### src/rtl/core/mtg_pkg.sv
// Package for the MT19937 generator core: constants, controller states,
// command/status structs and the tempering and seeding functions.
// No dependencies.
package mtg_pkg;

  // Generator constants
  localparam int unsigned WordCount  = 624;
  localparam int unsigned TapOffset  = 397;
  localparam int unsigned AddrW      = $clog2(WordCount);
  localparam int unsigned WordW      = 32;

  localparam logic [31:0] TwistXor    = 32'h9908_b0df;
  localparam logic [31:0] HighBit     = 32'h8000_0000;
  localparam logic [31:0] LowBits     = 32'h7fff_ffff;
  localparam logic [31:0] SeedMult    = 32'd1812433253;
  localparam logic [31:0] DefaultSeed = 32'd5489;
  localparam logic [31:0] TemperB     = 32'h9d2c_5680;
  localparam logic [31:0] TemperC     = 32'hefc6_0000;

  // Input operation codes
  localparam logic OpDraw = 1'b0;
  localparam logic OpSeed = 1'b1;

  // Controller states
  typedef enum logic [2:0] {
    ST_IDLE,
    ST_SEED,
    ST_RD_K,
    ST_RD_N,
    ST_RD_T,
    ST_TWIST
  } mtg_state_e;

  // State memory read address select
  typedef enum logic [1:0] {
    RSEL_K,
    RSEL_N,
    RSEL_T
  } mtg_rsel_e;

  // Controller -> datapath
  typedef struct packed {
    logic      load_item;   // capture input transfer
    logic      seed_step;   // write one seeding word
    mtg_rsel_e rsel;        // read address select
    logic      latch_k;     // capture word at current position
    logic      latch_n;     // capture following word
    logic      twist_wr;    // write twisted word, load result
  } mtg_cmd_t;

  // Datapath -> controller
  typedef struct packed {
    logic in_op_seed;   // operation field of the incoming transfer
    logic seeded;       // state memory holds a seeded state
    logic op_draw;      // latched item is a draw
    logic seed_last;    // seeding writes the last word this cycle
    logic out_free;     // result register can take a new word
  } mtg_status_t;

  // Output tempering
  function automatic logic [31:0] mtg_temper(input logic [31:0] w);
    logic [31:0] y;
    y = w ^ (w >> 11);
    y = y ^ ((y << 7) & TemperB);
    y = y ^ ((y << 15) & TemperC);
    y = y ^ (y >> 18);
    return y;
  endfunction

  // One step of the seeding recurrence
  function automatic logic [31:0] mtg_seed_next(input logic [31:0] prev,
                                                input logic [AddrW-1:0] idx);
    logic [31:0] prod;
    prod = SeedMult * (prev ^ (prev >> 30));
    return prod + {{(32-AddrW){1'b0}}, idx};
  endfunction

endpackage

### src/rtl/core/mtg_controller.sv
// Controller state machine of the generator: sequences seeding and the
// three reads and one write of each draw.
// Depends on mtg_pkg.
module mtg_controller import mtg_pkg::*; (
  input  logic        clk_i,
  input  logic        rst_ni,
  input  logic        in_valid_i,
  output logic        in_ready_o,
  output mtg_cmd_t    cmd_o,
  input  mtg_status_t status_i
);

  mtg_state_e state_q, state_d;

  always_ff @(posedge clk_i or negedge rst_ni) begin
    if (!rst_ni) begin
      state_q <= ST_IDLE;
    end else begin
      state_q <= state_d;
    end
  end

  // Next state and commands
  always_comb begin
    state_d    = state_q;
    in_ready_o = 1'b0;
    cmd_o      = '{load_item: 1'b0, seed_step: 1'b0, rsel: RSEL_K,
                   latch_k: 1'b0, latch_n: 1'b0, twist_wr: 1'b0};
    case (state_q)
      ST_IDLE: begin
        in_ready_o = 1'b1;
        if (in_valid_i) begin
          cmd_o.load_item = 1'b1;
          // a draw before any seed runs the default seeding first
          state_d = (status_i.in_op_seed || !status_i.seeded) ? ST_SEED : ST_RD_K;
        end
      end
      ST_SEED: begin
        cmd_o.seed_step = 1'b1;
        if (status_i.seed_last) begin
          state_d = status_i.op_draw ? ST_RD_K : ST_IDLE;
        end
      end
      ST_RD_K: begin
        cmd_o.rsel = RSEL_K;
        state_d    = ST_RD_N;
      end
      ST_RD_N: begin
        cmd_o.rsel    = RSEL_N;
        cmd_o.latch_k = 1'b1;
        state_d       = ST_RD_T;
      end
      ST_RD_T: begin
        cmd_o.rsel    = RSEL_T;
        cmd_o.latch_n = 1'b1;
        state_d       = ST_TWIST;
      end
      ST_TWIST: begin
        // hold the tap read until the result register frees up
        cmd_o.rsel = RSEL_T;
        if (status_i.out_free) begin
          cmd_o.twist_wr = 1'b1;
          state_d        = ST_IDLE;
        end
      end
      default: state_d = ST_IDLE;
    endcase
  end

endmodule

### config.mk
export PLATFORM = sky130hd
export DESIGN_NAME = mtg_controller
export DESIGN_NICKNAME = d
export VERILOG_FILES = /design/src/rtl/core/mtg_pkg.sv /design/src/rtl/core/mtg_controller.sv
export SDC_FILE = /design/constraint.sdc
export NUM_CORES = 1
export LEC_CHECK = 0
export BUFFER_PORTS_ARGS = -buffer_cell sky130_fd_sc_hd__buf_2
export CAP_MARGIN = 15
export CORE_AREA = 2 2 39 41
export CTS_CLUSTER_SIZE = 12
export DETAILED_ROUTE_END_ITERATION = 10
export DIE_AREA = 0 0 41 43
export GPL_ROUTABILITY_DRIVEN = 0
export PLACE_DENSITY = 0.5
export RECOVER_POWER = 50
export SLEW_MARGIN = 20
export SYNTH_ARGS = -nofsm -noshare
export SYNTH_HDL_FRONTEND = slang
export SYNTH_SLANG_ARGS = --single-unit
### constraint.sdc
create_clock -name clk_i -period 1.1 [get_ports clk_i]
set_clock_uncertainty 0.05 [all_clocks]
set_input_delay 0.11 -clock clk_i [delete_from_list [all_inputs] [get_ports clk_i]]
set_output_delay 0.11 -clock clk_i [all_outputs]
set_load 0.01 [all_outputs]
==> run metrics <==
Sequential Power Share=approximately 20%; grt total ovfl=0; critical path class=flip-flop to output pin; Starting Density=between 10% and 20%; drt via density=around 4.2; vias in the first global route=about 250; GRT Total Usage=under 10%; max reg flops=3; Worst-Skew Late Latency=0.24 ns; die height=approximately 43 um; register area=77.57 um^2; number of detailed-route iterations in the first pass=2; Syn Std Cell Area=between 200 and 250 um^2; Seq/Total Area, Yosys=around a third; ratio of final minimum period to clock period=122.0%; min Tclk post-route=1.342 ns; Logic pwr share=~63%; P_leak=around 0.24 nW; Arr. time, crit path=1.18 ns; leading area contributor after synthesis=dfrtp_1; worst slew pin tran=between 0.2 and 0.25 ns; CTS max path bufs=2; die width=approximately 41 um; clock slew at reported path FFs=around 0.04 ns; Max IR drop VDD=0.0007550 V; global-route wire length before repair=1041 um; placed cell area=340.3 um^2; Final Hold Fails=0; largest net degree at the start of global routing=6; IO buf count=15; fin. max-slew vios=0; CTS tree=built; Routed Antenna Nets=0; CP Max Fanout=4; P_sw=between 0.0004 and 0.0005 W; H-tree depth=1; Biggest register=state_q; DP HPWL=approximately 480 um; worst hold path depth=3; vias=about 280; Avg Cell Area, Syn=~9.1 um^2; total wire length=~680 um; core area=roughly 0.0014 mm^2; share of the synthesized area in the top cell type=34.48%; final instance area=~450 um^2; number of diodes=0; synth top area cells=dfrtp_1 (34%), nand2b_1 (5.7%), buf_6 (5.2%); Mapped Cells=24; initial drt markers=1; clock root buffer=clkbuf_4; Yosys reg bits=3; area of the multi-input gates=around 150 um^2; DRC violation count after routing=0; CP Launch Type=flip-flop; initial antenna violation count=0; share of cells above drive strength 1=64.71%; NumNets Final=60; Switching Fraction=37.00%; pwr/cell area=2708 mW/mm^2; Worst setup EP type=output pin; yosys warns=0; Req. time, crit path=approximately 0.94 ns; Largest regs=state_q (3); status=complete, but fails checks; clock power share=between 10% and 20%; RSZ-0062 raised after global routing=yes; Yosys cell types=19; Die ar.=between 0.0015 and 0.002 mm^2; CTS buffer count=3; cell row count=14; Pint=just under 0.0008 W; final worst slack=-0.2419 ns; Ports=16; Sink Count=3; Filler cells=approximately 150; HP Class=input port to flip-flop; routed wire length per instance=10.07 um; Fin Setup TNS=-1.835 ns; synthesis-to-finish area growth=108.0%; relative slew slack=between 80% and 90%; failing checks=setup timing; final setup vio count=11; MaxCap Viol Count=0; Mapped Nets=32; FMAX=about 750 MHz; reg2reg path depth=3
[power groups by stage]
stage | Sequential [W] | Combinational, W | Clock, W
after floorplan | 0.000211 | 0.000343 | 0
after global placement | 0.000223 | 0.000565 | 0
after detailed placement | 0.000225 | 0.000561 | 0
after CTS | 0.000241 | 0.000735 | 0.000209
after global routing | 0.000259 | 0.000837 | 0.000212
final | 0.000248 | 0.000776 | 0.000202
[cell type report]
| cell class | instances | share of cell area (%) |
|---|---|---|
| multi-input cells | 17 | 32.32 |
| well taps | 16 | 4.420 |
| repair buffers | 25 | 38.67 |
| flip-flops and latches | 3 | 17.13 |
| inverters | 2 | 1.657 |
| clock buffers | 4 | 5.801 |
[cell families (layout without fill, tap and decap cells)]
| family | count (synthesis) | after routing | synth area share (%) |
|---|---|---|---|
| buffers and inverters | 4 | 31 | 12.07 |
| AND/OR/NAND/NOR | 11 | 11 | 32.19 |
| AO/OA/AOI/OAI | 5 | 5 | 16.09 |
| multiplexers | 1 | 1 | 5.172 |
| flip-flops | 3 | 3 | 34.48 |
[worst max-delay path: stages (launching register included)]
cell and delay [ns]:
dfrtp_1 0.41, buf_6 0.14, nor3_4 0.13, and2_1 0.14
buf_2 0.12
[layer usage]
layer | up-vias | share of wire [%] | GRT usage, %
met2 | 12 | 52 | 12.81
met5 | - | 0 | 0
met4 | 0 | 2.1 | 10.00
met1 | 129 | 39 | 10.06
met3 | 2 | 5.9 | 3.665
li1 | 138 | - | -
[placed cells by master (no fill, tap or decap), types with 2 or more instances in the layout]
| cell type | count |
|---|---|
| buf_2 | 12 |
| buf_6 | 5 |
| clkbuf_4 | 3 |
| buf_4 | 6 |
| clkbuf_1 | 2 |
| dfrtp_2 | 2 |
| nor2_1 | 2 |
| inv_1 | 2 |
[repair_timing]
item / 4_1_cts / 5_1_grt
buffers inserted: 4 / 0
hold buffers: 1 / 0
pin swaps: 1 / 0
endpoints found under the setup margin: 10 / 11
gates resized for setup: 6 / 5
endpoints found under the hold margin: 3 / 0
[through the flow]
step	instances	utilization, %	setup WS, ns	hold WS [ns]	total power [W]
6_report	67	32.73	-0.2419	0.1109	0.001227
5_1_grt	67	32.73	-0.2904	0.1244	0.001307
4_1_cts	67	31.46	-0.2407	0.1050	0.001185
3_5_place_dp	58	24.59	-0.1097	-0.1380	0.0007866
3_3_place_gp	58	24.59	-0.1120	-0.1355	0.0007885
2_1_floorplan	24	-	-0.1324	-0.2356	0.0005543
[cells in the mapped netlist]
cell type and instances:
o21a_1 1, a21o_1 1, a221oi_1 1, dfrtp_1 3, nor3b_1 1, and3b_1 1, buf_6 1, buf_4 1
a31oi_1 1, mux2_2 1, o21ai_0 1, nand2b_1 2, nand4b_1 1, nor3_1 1, nor2_1 2, inv_1 2
or4b_1 1, nand2_1 1, and2_1 1
[path summary, 6_finish.rpt]
check,from,endpoint,slack [ns]
min reg2reg,state_q[0],state_q[1],0.59
min in group asynchronous,rst_ni,state_q[2],0.16
max,state_q[2],cmd_o[6],-0.24
min,status_i[4],state_q[1],0.11
max in group asynchronous,rst_ni,state_q[1],0.67
max reg2reg,state_q[2],state_q[0],-0.17
(Power assumes the default switching activity.)
